[src/sv/lcdseq_pkg.sv]
// Shared types, constants and tables for the character LCD bus sequencer.
// Used by every module of the block; depends on nothing.
package lcdseq_pkg;

  localparam int unsigned ROW_COUNT = 4;
  localparam int unsigned CMD_DEPTH = 2;
  localparam int unsigned OUT_DEPTH = 2;
  localparam int unsigned INIT_BYTES = 9;
  localparam int unsigned IDX_W = $clog2(INIT_BYTES);

  localparam logic [5:0] COLUMN_LIMIT_RESET = 6'd16;
  localparam logic [6:0] POWER_UP_MS = 7'd15;
  localparam logic [6:0] CLEAR_MS = 7'd2;
  localparam logic [7:0] CMD_CLEAR = 8'h01;

  typedef enum logic [2:0] {
    FUNC_INIT   = 3'd0,
    FUNC_CHAR   = 3'd1,
    FUNC_CMD    = 3'd2,
    FUNC_CURSOR = 3'd3,
    FUNC_CLEAR  = 3'd4
  } func_e;

  typedef struct packed {
    logic [2:0] func;
    logic [7:0] byte_value;
    logic [5:0] column;
    logic [2:0] row;
  } req_t;

  typedef struct packed {
    logic       reg_select;
    logic       enable;
    logic [7:0] data_bus;
    logic       then_short_wait;
    logic [6:0] then_wait_ms;
    logic       last;
  } phase_t;

  // One classified request waiting for the back end.
  typedef struct packed {
    logic       is_init;
    logic       reg_select;
    logic [7:0] value;
    logic [6:0] wait_ms;
  } cmd_t;

  function automatic logic [7:0] row_base(input logic [1:0] row);
    logic [7:0] base;
    unique case (row)
      2'd0:    base = 8'h80;
      2'd1:    base = 8'hC0;
      2'd2:    base = 8'h94;
      default: base = 8'hD4;
    endcase
    return base;
  endfunction

  function automatic logic [7:0] init_byte(input logic [IDX_W-1:0] idx);
    logic [7:0] b;
    unique case (idx) inside
      4'd0, 4'd1, 4'd2, 4'd3: b = 8'h3F;
      4'd4:    b = 8'h08;
      4'd5:    b = 8'h01;
      4'd6:    b = 8'h06;
      4'd7:    b = 8'h0C;
      default: b = 8'h80;
    endcase
    return b;
  endfunction

  function automatic logic [6:0] init_wait(input logic [IDX_W-1:0] idx);
    logic [6:0] w;
    unique case (idx)
      4'd0:    w = 7'd5;
      4'd1:    w = 7'd100;
      4'd5:    w = 7'd2;
      default: w = 7'd0;
    endcase
    return w;
  endfunction

endpackage

[src/sv/lcdseq_front.sv]
// Front end: holds column_limit, classifies each accepted request into a
// bus command, and drops cursor requests out of range and unknown functions.
// Depends on lcdseq_pkg.
module lcdseq_front import lcdseq_pkg::*; (
  input  logic       clk_i,
  input  logic       rst_ni,
  input  logic       cfg_valid_i,
  input  logic [5:0] cfg_data_i,
  input  logic       req_valid_i,
  input  req_t       req_i,
  output logic       cmd_valid_o,
  output cmd_t       cmd_o
);

  logic [5:0] column_limit_q, column_limit_d;

  always_comb begin
    column_limit_d = column_limit_q;
    if (cfg_valid_i) begin
      column_limit_d = cfg_data_i;
    end
  end

  always_ff @(posedge clk_i or negedge rst_ni) begin
    if (!rst_ni) begin
      column_limit_q <= COLUMN_LIMIT_RESET;
    end else begin
      column_limit_q <= column_limit_d;
    end
  end

  logic cursor_ok;
  assign cursor_ok = (req_i.column < column_limit_q) &&
                     ({29'd0, req_i.row} < ROW_COUNT);

  always_comb begin
    cmd_valid_o        = 1'b0;
    cmd_o.is_init      = 1'b0;
    cmd_o.reg_select   = 1'b0;
    cmd_o.value        = req_i.byte_value;
    cmd_o.wait_ms      = 7'd0;
    unique case (req_i.func)
      FUNC_INIT: begin
        cmd_valid_o   = req_valid_i;
        cmd_o.is_init = 1'b1;
      end
      FUNC_CHAR: begin
        cmd_valid_o      = req_valid_i;
        cmd_o.reg_select = 1'b1;
      end
      FUNC_CMD: begin
        cmd_valid_o = req_valid_i;
      end
      FUNC_CURSOR: begin
        cmd_valid_o = req_valid_i && cursor_ok;
        cmd_o.value = row_base(req_i.row[1:0]) + {2'b00, req_i.column};
      end
      FUNC_CLEAR: begin
        cmd_valid_o   = req_valid_i;
        cmd_o.value   = CMD_CLEAR;
        cmd_o.wait_ms = CLEAR_MS;
      end
      default: begin
        cmd_valid_o = 1'b0;
      end
    endcase
  end

endmodule

[src/sv/lcdseq_cmd_fifo.sv]
// Short queue of classified commands between the front and back ends.
// Depends on lcdseq_pkg.
module lcdseq_cmd_fifo import lcdseq_pkg::*; (
  input  logic clk_i,
  input  logic rst_ni,
  input  logic wr_en_i,
  input  cmd_t wr_data_i,
  output logic full_o,
  input  logic rd_en_i,
  output cmd_t rd_data_o,
  output logic empty_o
);

  localparam int unsigned PTR_W = (CMD_DEPTH > 1) ? $clog2(CMD_DEPTH) : 1;
  localparam int unsigned CNT_W = $clog2(CMD_DEPTH + 1);

  cmd_t             mem_q [CMD_DEPTH];
  logic [PTR_W-1:0] wr_ptr_q, wr_ptr_d, rd_ptr_q, rd_ptr_d;
  logic [CNT_W-1:0] count_q, count_d;

  assign full_o    = (count_q == CNT_W'(CMD_DEPTH));
  assign empty_o   = (count_q == '0);
  assign rd_data_o = mem_q[rd_ptr_q];

  function automatic logic [PTR_W-1:0] bump(input logic [PTR_W-1:0] p);
    return (p == PTR_W'(CMD_DEPTH - 1)) ? '0 : p + 1'b1;
  endfunction

  always_comb begin
    wr_ptr_d = wr_ptr_q;
    rd_ptr_d = rd_ptr_q;
    count_d  = count_q;
    if (wr_en_i) begin
      wr_ptr_d = bump(wr_ptr_q);
    end
    if (rd_en_i) begin
      rd_ptr_d = bump(rd_ptr_q);
    end
    if (wr_en_i && !rd_en_i) begin
      count_d = count_q + 1'b1;
    end else if (!wr_en_i && rd_en_i) begin
      count_d = count_q - 1'b1;
    end
  end

  always_ff @(posedge clk_i or negedge rst_ni) begin
    if (!rst_ni) begin
      wr_ptr_q <= '0;
      rd_ptr_q <= '0;
      count_q  <= '0;
    end else begin
      wr_ptr_q <= wr_ptr_d;
      rd_ptr_q <= rd_ptr_d;
      count_q  <= count_d;
    end
  end

  always_ff @(posedge clk_i) begin
    if (wr_en_i) begin
      mem_q[wr_ptr_q] <= wr_data_i;
    end
  end

endmodule

[src/sv/lcdseq_back.sv]
// Back end: steps through the pin phases of the command at the queue head,
// one phase a cycle while there is room, into a small result queue. Holds
// the bus latch. Depends on lcdseq_pkg.
module lcdseq_back import lcdseq_pkg::*; (
  input  logic   clk_i,
  input  logic   rst_ni,
  input  logic   cmd_empty_i,
  input  cmd_t   cmd_i,
  output logic   cmd_pop_o,
  output logic   empty_o,
  input  logic   pop_i,
  output phase_t phase_o
);

  typedef enum logic [3:0] {
    ST_FIRST = 4'b0001,
    ST_SEL   = 4'b0010,
    ST_RISE  = 4'b0100,
    ST_FALL  = 4'b1000
  } state_e;

  localparam int unsigned PTR_W = (OUT_DEPTH > 1) ? $clog2(OUT_DEPTH) : 1;
  localparam int unsigned CNT_W = $clog2(OUT_DEPTH + 1);

  state_e           state_q, state_d;
  logic [IDX_W-1:0] idx_q, idx_d;
  logic [7:0]       bus_latch_q, bus_latch_d;

  phase_t           out_mem_q [OUT_DEPTH];
  logic [PTR_W-1:0] wr_ptr_q, wr_ptr_d, rd_ptr_q, rd_ptr_d;
  logic [CNT_W-1:0] count_q, count_d;

  logic   out_full, emit, do_pop;
  phase_t ph;
  logic       cur_rs;
  logic [7:0] cur_value;
  logic [6:0] cur_ms;

  assign out_full = (count_q == CNT_W'(OUT_DEPTH));
  assign empty_o  = (count_q == '0);
  assign do_pop   = pop_i && !empty_o;
  assign emit     = !cmd_empty_i && !out_full;
  assign phase_o  = out_mem_q[rd_ptr_q];

  assign cur_rs    = cmd_i.is_init ? 1'b0 : cmd_i.reg_select;
  assign cur_value = cmd_i.is_init ? init_byte(idx_q) : cmd_i.value;
  assign cur_ms    = cmd_i.is_init ? init_wait(idx_q) : cmd_i.wait_ms;

  always_comb begin
    state_d     = state_q;
    idx_d       = idx_q;
    bus_latch_d = bus_latch_q;
    cmd_pop_o   = 1'b0;
    ph          = '0;
    ph.reg_select = cur_rs;
    ph.data_bus   = bus_latch_q;
    unique case (state_q)
      ST_FIRST: begin
        if (cmd_i.is_init) begin
          // power-up idle phase, then clear the bus
          ph.then_wait_ms = POWER_UP_MS;
          if (emit) begin
            bus_latch_d = 8'h00;
            idx_d       = '0;
            state_d     = ST_SEL;
          end
        end else if (emit) begin
          state_d = ST_RISE;
        end
      end
      ST_SEL: begin
        if (emit) begin
          state_d = ST_RISE;
        end
      end
      ST_RISE: begin
        ph.enable   = 1'b1;
        ph.data_bus = cur_value;
        if (emit) begin
          state_d = ST_FALL;
        end
      end
      ST_FALL: begin
        ph.data_bus        = cur_value;
        ph.then_short_wait = 1'b1;
        ph.then_wait_ms    = cur_ms;
        ph.last = !(cmd_i.is_init && (idx_q != IDX_W'(INIT_BYTES - 1)));
        if (emit) begin
          bus_latch_d = cur_value;
          if (ph.last) begin
            cmd_pop_o = 1'b1;
            state_d   = ST_FIRST;
          end else begin
            idx_d   = idx_q + 1'b1;
            state_d = ST_SEL;
          end
        end
      end
      default: begin
        state_d = ST_FIRST;
      end
    endcase
  end

  function automatic logic [PTR_W-1:0] bump(input logic [PTR_W-1:0] p);
    return (p == PTR_W'(OUT_DEPTH - 1)) ? '0 : p + 1'b1;
  endfunction

  always_comb begin
    wr_ptr_d = emit ? bump(wr_ptr_q) : wr_ptr_q;
    rd_ptr_d = do_pop ? bump(rd_ptr_q) : rd_ptr_q;
    count_d  = count_q;
    if (emit && !do_pop) begin
      count_d = count_q + 1'b1;
    end else if (!emit && do_pop) begin
      count_d = count_q - 1'b1;
    end
  end

  always_ff @(posedge clk_i or negedge rst_ni) begin
    if (!rst_ni) begin
      state_q     <= ST_FIRST;
      idx_q       <= '0;
      bus_latch_q <= 8'h00;
      wr_ptr_q    <= '0;
      rd_ptr_q    <= '0;
      count_q     <= '0;
    end else begin
      state_q     <= state_d;
      idx_q       <= idx_d;
      bus_latch_q <= bus_latch_d;
      wr_ptr_q    <= wr_ptr_d;
      rd_ptr_q    <= rd_ptr_d;
      count_q     <= count_d;
    end
  end

  always_ff @(posedge clk_i) begin
    if (emit) begin
      out_mem_q[wr_ptr_q] <= ph;
    end
  end

endmodule

[src/sv/char_lcd_8bit_bus_sequencer.sv]
// Character LCD 8-bit bus sequencer. Requests (init, write character, write
// command, set cursor, clear) go in through a queue-style port and come out
// as pin phases, one phase a cycle while the result queue has room: three for a
// byte request and 28 for init, so the rate is set by the phase sequencer in
// the back end stepping one phase per cycle. The front end classifies requests
// into a two-entry command queue, so a new request is taken while the previous
// one is still being played out. Cursor requests out of range and unknown
// functions give no phases. column_limit is written through the cfg channel,
// always ready. Depends on lcdseq_pkg, lcdseq_front, lcdseq_cmd_fifo and lcdseq_back.
module char_lcd_8bit_bus_sequencer import lcdseq_pkg::*; (
  input  logic       clk_i,
  input  logic       rst_ni,
  input  logic       cfg_valid_i,
  output logic       cfg_ready_o,
  input  logic [5:0] cfg_data_i,
  input  logic       push,
  output logic       full,
  input  req_t       req_i,
  output logic       empty,
  input  logic       pop,
  output phase_t     phase_o
);

  logic cmd_valid, cmd_full, cmd_empty, cmd_pop;
  cmd_t cmd_in, cmd_head;

  assign cfg_ready_o = 1'b1;
  assign full        = cmd_full;

  lcdseq_front u_front (
    .clk_i       (clk_i),
    .rst_ni      (rst_ni),
    .cfg_valid_i (cfg_valid_i && cfg_ready_o),
    .cfg_data_i  (cfg_data_i),
    .req_valid_i (push && !cmd_full),
    .req_i       (req_i),
    .cmd_valid_o (cmd_valid),
    .cmd_o       (cmd_in)
  );

  lcdseq_cmd_fifo u_cmd_fifo (
    .clk_i     (clk_i),
    .rst_ni    (rst_ni),
    .wr_en_i   (cmd_valid),
    .wr_data_i (cmd_in),
    .full_o    (cmd_full),
    .rd_en_i   (cmd_pop),
    .rd_data_o (cmd_head),
    .empty_o   (cmd_empty)
  );

  lcdseq_back u_back (
    .clk_i       (clk_i),
    .rst_ni      (rst_ni),
    .cmd_empty_i (cmd_empty),
    .cmd_i       (cmd_head),
    .cmd_pop_o   (cmd_pop),
    .empty_o     (empty),
    .pop_i       (pop),
    .phase_o     (phase_o)
  );

endmodule

[config.mk]
export PLATFORM = sky130hd
export DESIGN_NAME = char_lcd_8bit_bus_sequencer
export DESIGN_NICKNAME = d
export VERILOG_FILES = /design/src/sv/lcdseq_pkg.sv /design/src/sv/lcdseq_front.sv /design/src/sv/lcdseq_cmd_fifo.sv /design/src/sv/lcdseq_back.sv /design/src/sv/char_lcd_8bit_bus_sequencer.sv
export SDC_FILE = /design/constraint.sdc
export NUM_CORES = 1
export LEC_CHECK = 0
export ABC_AREA = 1
export BUFFER_PORTS_ARGS = -buffer_cell sky130_fd_sc_hd__buf_2
export CAP_MARGIN = 15
export CORE_MARGIN = 8
export CORE_UTILIZATION = 52
export DETAILED_ROUTE_END_ITERATION = 7
export PLACE_DENSITY = 0.85
export RECOVER_POWER = 50
export SLEW_MARGIN = 40
export SYNTH_ARGS = -nofsm -noshare
export SYNTH_HDL_FRONTEND = slang
export SYNTH_SLANG_ARGS = --single-unit
[constraint.sdc]
create_clock -name clk_i -period 2.05 [get_ports clk_i]
set_input_delay 0 -clock clk_i [delete_from_list [all_inputs] [get_ports clk_i]]
set_output_delay 0 -clock clk_i [all_outputs]
set_load 0.05 [all_outputs]
==> reports/qor.yml <==
status: "finished clean"
synth-edff-count: 56
nets: 582
seq_area_frac_synth: 0.5754
first_pass_iters: 4
drive_gt1_frac: 0.2066
max_slew_margin: 0.4412
cts_buffer_depth: 2
yosys-top-cells-area: "edfxtp_1, dfrtp_1, nand2_1"
grt_usage: 0.1655
syn_inst: 451
io_buffers: 50
final_cell_count_no_fill: 647
synthArstFlopShare: 0.3488
maxCapViolCount: 0
cts_tree: "yes"
diodes: 0
fmax_mhz: 513.8
netlist_top_cells_count: "nand2_1, edfxtp_1, inv_1, nor2_1"
report.final.slew_viol_count: 0
startpoint_type: "register"
num_rows: 33
r2r-end: "u_cmd_fifo.count_q[1]"
yosys_warnings: 0
htree_levels: 3
hold_path.class: "in -> reg"
fin_util: 0.6368
grt_pass1_wl_um: 15180
grt_max_degree: 31
hold_viol_final: 0
gp_congestion: 0.8725
yosysMostFrequentCell: "nand2_1"
io_pins: 53
netlist_area_mm2: 0.004232
vias: 3309
ir_worst_vdd_v: 0.0005430
worstPathArrival_ns: 2.17
worst_hold_slack_ns: 0.02091
cp.required_ns: 2.28
ys_ff_latch: 86
clk_pin_slew_ns: 0.08
postCtsSetupRepairBufs: 0
critPathKind: "reg -> reg"
synth_top_cell_by_area: "edfxtp_1"
numCtsBuffers: 9
place_ws_ns: -0.04761
clk_latency_ns: 0.35
p_leak_nw: 2.350
worst_pin_slew_ns: 0.8382
finalCritPeriodShare: 0.9494
core-area_mm2: 0.008051
start_util: 0.5256
area_delta_synth_final_pct: 21.17
yosysTopAreaCellShare: 0.3974
highest_layer: "met4"
grt_pass1_vias: 3409
avgSynthCellArea_um2: 9.383
ff2ff_setup_slack_ns: 0.10
cts-root-buf: "clkbuf_8"
antenna_found_initial: 0
hold_depth: 3
clock_sinks: 86
layout_setup_ws_ns: 0.1037
die_x_um: 106.2
finalSetupViolCount: 0
vias_per_cell: 5.114
cp_max_fo: 2
dieArea_mm2: 0.01128
skew_ns: 0.009713
syn-num-nets: 496
wl_met3_um: 722
hold_end: "u_cmd_fifo.mem_q[1][3]"
drt-initial-drc-count: 129
dpl.hpwl_um: 6303
reg2reg_from: "u_front.column_limit_q[4]"
fin_crit_ns: 1.946
wl_met1_um: 3534
design_power_total_mw: 7.491
powerDensity_mw_per_mm2: 1461
crit_path_end_kind: "register"
met2WireLength_um: 4404
wire_per_inst_um: 13.73
drc: 0
ant_nets: 0
dp.cells: 608
rsz0062_at_grt: "no"
holdCritStartpoint: "req_i[10]"
grt-ovfl-total: 0
ys_types: 39
routed_wl_um: 8881
reg2regPathDepth: 13
synthFlopType: "edfxtp_1"
fp.dieH_um: 106.2
[critical path: stages, from the launching register on]
cell	delay [ns]
dfstp_2	0.53
inv_2	0.05
ha_4	0.26
nand2_2	0.05
inv_2	0.06
nand2_1	0.05
nand2_1	0.07
nand2_2	0.07
nand2_2	0.08
inv_2	0.05
ha_4	0.23
a21oi_1	0.11
o21ai_1	0.09
xor2_1	0.14
[cells by family (layout without fill, tap and decap cells)]
kind of cell	after synthesis	in the layout	share of synthesized area
compound gates	63	63	0.08693
xor+xnor	9	9	0.01863
fa+ha+maj	14	14	0.04140
buf+inv	67	158	0.06387
flops	86	86	0.5754
mux	1	1	0.002661
other cells	2	2	0.001775
simple gates	209	209	0.2093
[flip-flops by register name, summed over array words and instances, names as in the netlist, 2 cells and up]
name	count
u_back.out_mem_q	34
u_cmd_fifo.mem_q	22
u_back.bus_latch_q	8
u_front.column_limit_q	6
u_back.idx_q	4
u_back.state_q	4
u_back.count_q	2
u_cmd_fifo.count_q	2
[through the flow]
step | cell area [um2] | TNS [ns]
global placement | 4661 | 0
detailed placement | 4661 | -0.04761
finish | 5127 | 0
CTS | 5107 | 0
floorplan | 4234 | 0
global route | 5127 | 0
[timing repair]
| item | CTS | global route |
|---|---|---|
| hold buffers | 23 | 0 |
| pin swaps | 0 | 2 |
| endpoints found under the hold margin | 47 | 0 |
| gates resized for setup | 2 | 15 |
| setup endpoints to repair | 1 | 11 |
[power breakdown]
group | switching, mW | total, mW | internal [mW] | leakage (nW)
clock network | 0.613 | 1.19 | 0.580 | 0.102
registers | 0.206 | 2.80 | 2.59 | 0.919
logic | 2.59 | 3.50 | 0.905 | 1.33
total | 3.41 | 7.49 | 4.08 | 2.35
[how the worst max path moves through the flow]
stage,start,cells past startpoint,to,slack (ns)
floorplan,u_back.idx_q[0],11,u_cmd_fifo.count_q[1],0.02
global placement,u_front.column_limit_q[4],13,u_cmd_fifo.count_q[1],0.07
detailed placement,u_front.column_limit_q[4],13,u_cmd_fifo.count_q[1],-0.05
CTS,u_front.column_limit_q[4],13,u_cmd_fifo.count_q[1],0.03
global route,u_front.column_limit_q[1],15,u_cmd_fifo.count_q[1],0.0002
finish,u_front.column_limit_q[4],13,u_cmd_fifo.count_q[1],0.10
[final cells by class]
type	instances	area, um2
Fill cell	626	2924
Sequential cell	86	2435
Clock buffer	9	123.9
Clock inverter	7	80.08
Inverter	54	202.7
Timing Repair Buffer	88	575.6
Multi-Input combinational cell	298	1579
Tap cell	105	131.4
[cells in the final DEF (no fill, tap or decap), types with 6 or more instances in the layout]
| master | synthesis | layout |
|---|---|---|
| edfxtp_1 | 56 | 56 |
| clkbuf_1 | 5 | 6 |
| nand3_1 | 21 | 21 |
| buf_4 | 4 | 11 |
| dfrtp_1 | 28 | 28 |
| o21ai_1 | 14 | 16 |
| dlygate4sd3_1 | 0 | 23 |
| o21ai_0 | 28 | 25 |
| xor2_1 | 7 | 7 |
| buf_2 | 3 | 45 |
| nand2_2 | 3 | 7 |
| nand2_1 | 138 | 134 |
| ha_1 | 14 | 12 |
| clkbuf_8 | 0 | 9 |
| nor2_1 | 32 | 32 |
| inv_2 | 6 | 11 |
| inv_1 | 47 | 42 |
[layer usage]
layer  global-route usage  vias up
li1                     -     1642
met4              0.07236        0
met2               0.2900      131
met5                    0        -
met1               0.1765     1515
met3              0.05808       21
Note: power is estimated with default switching activity, not from simulation.
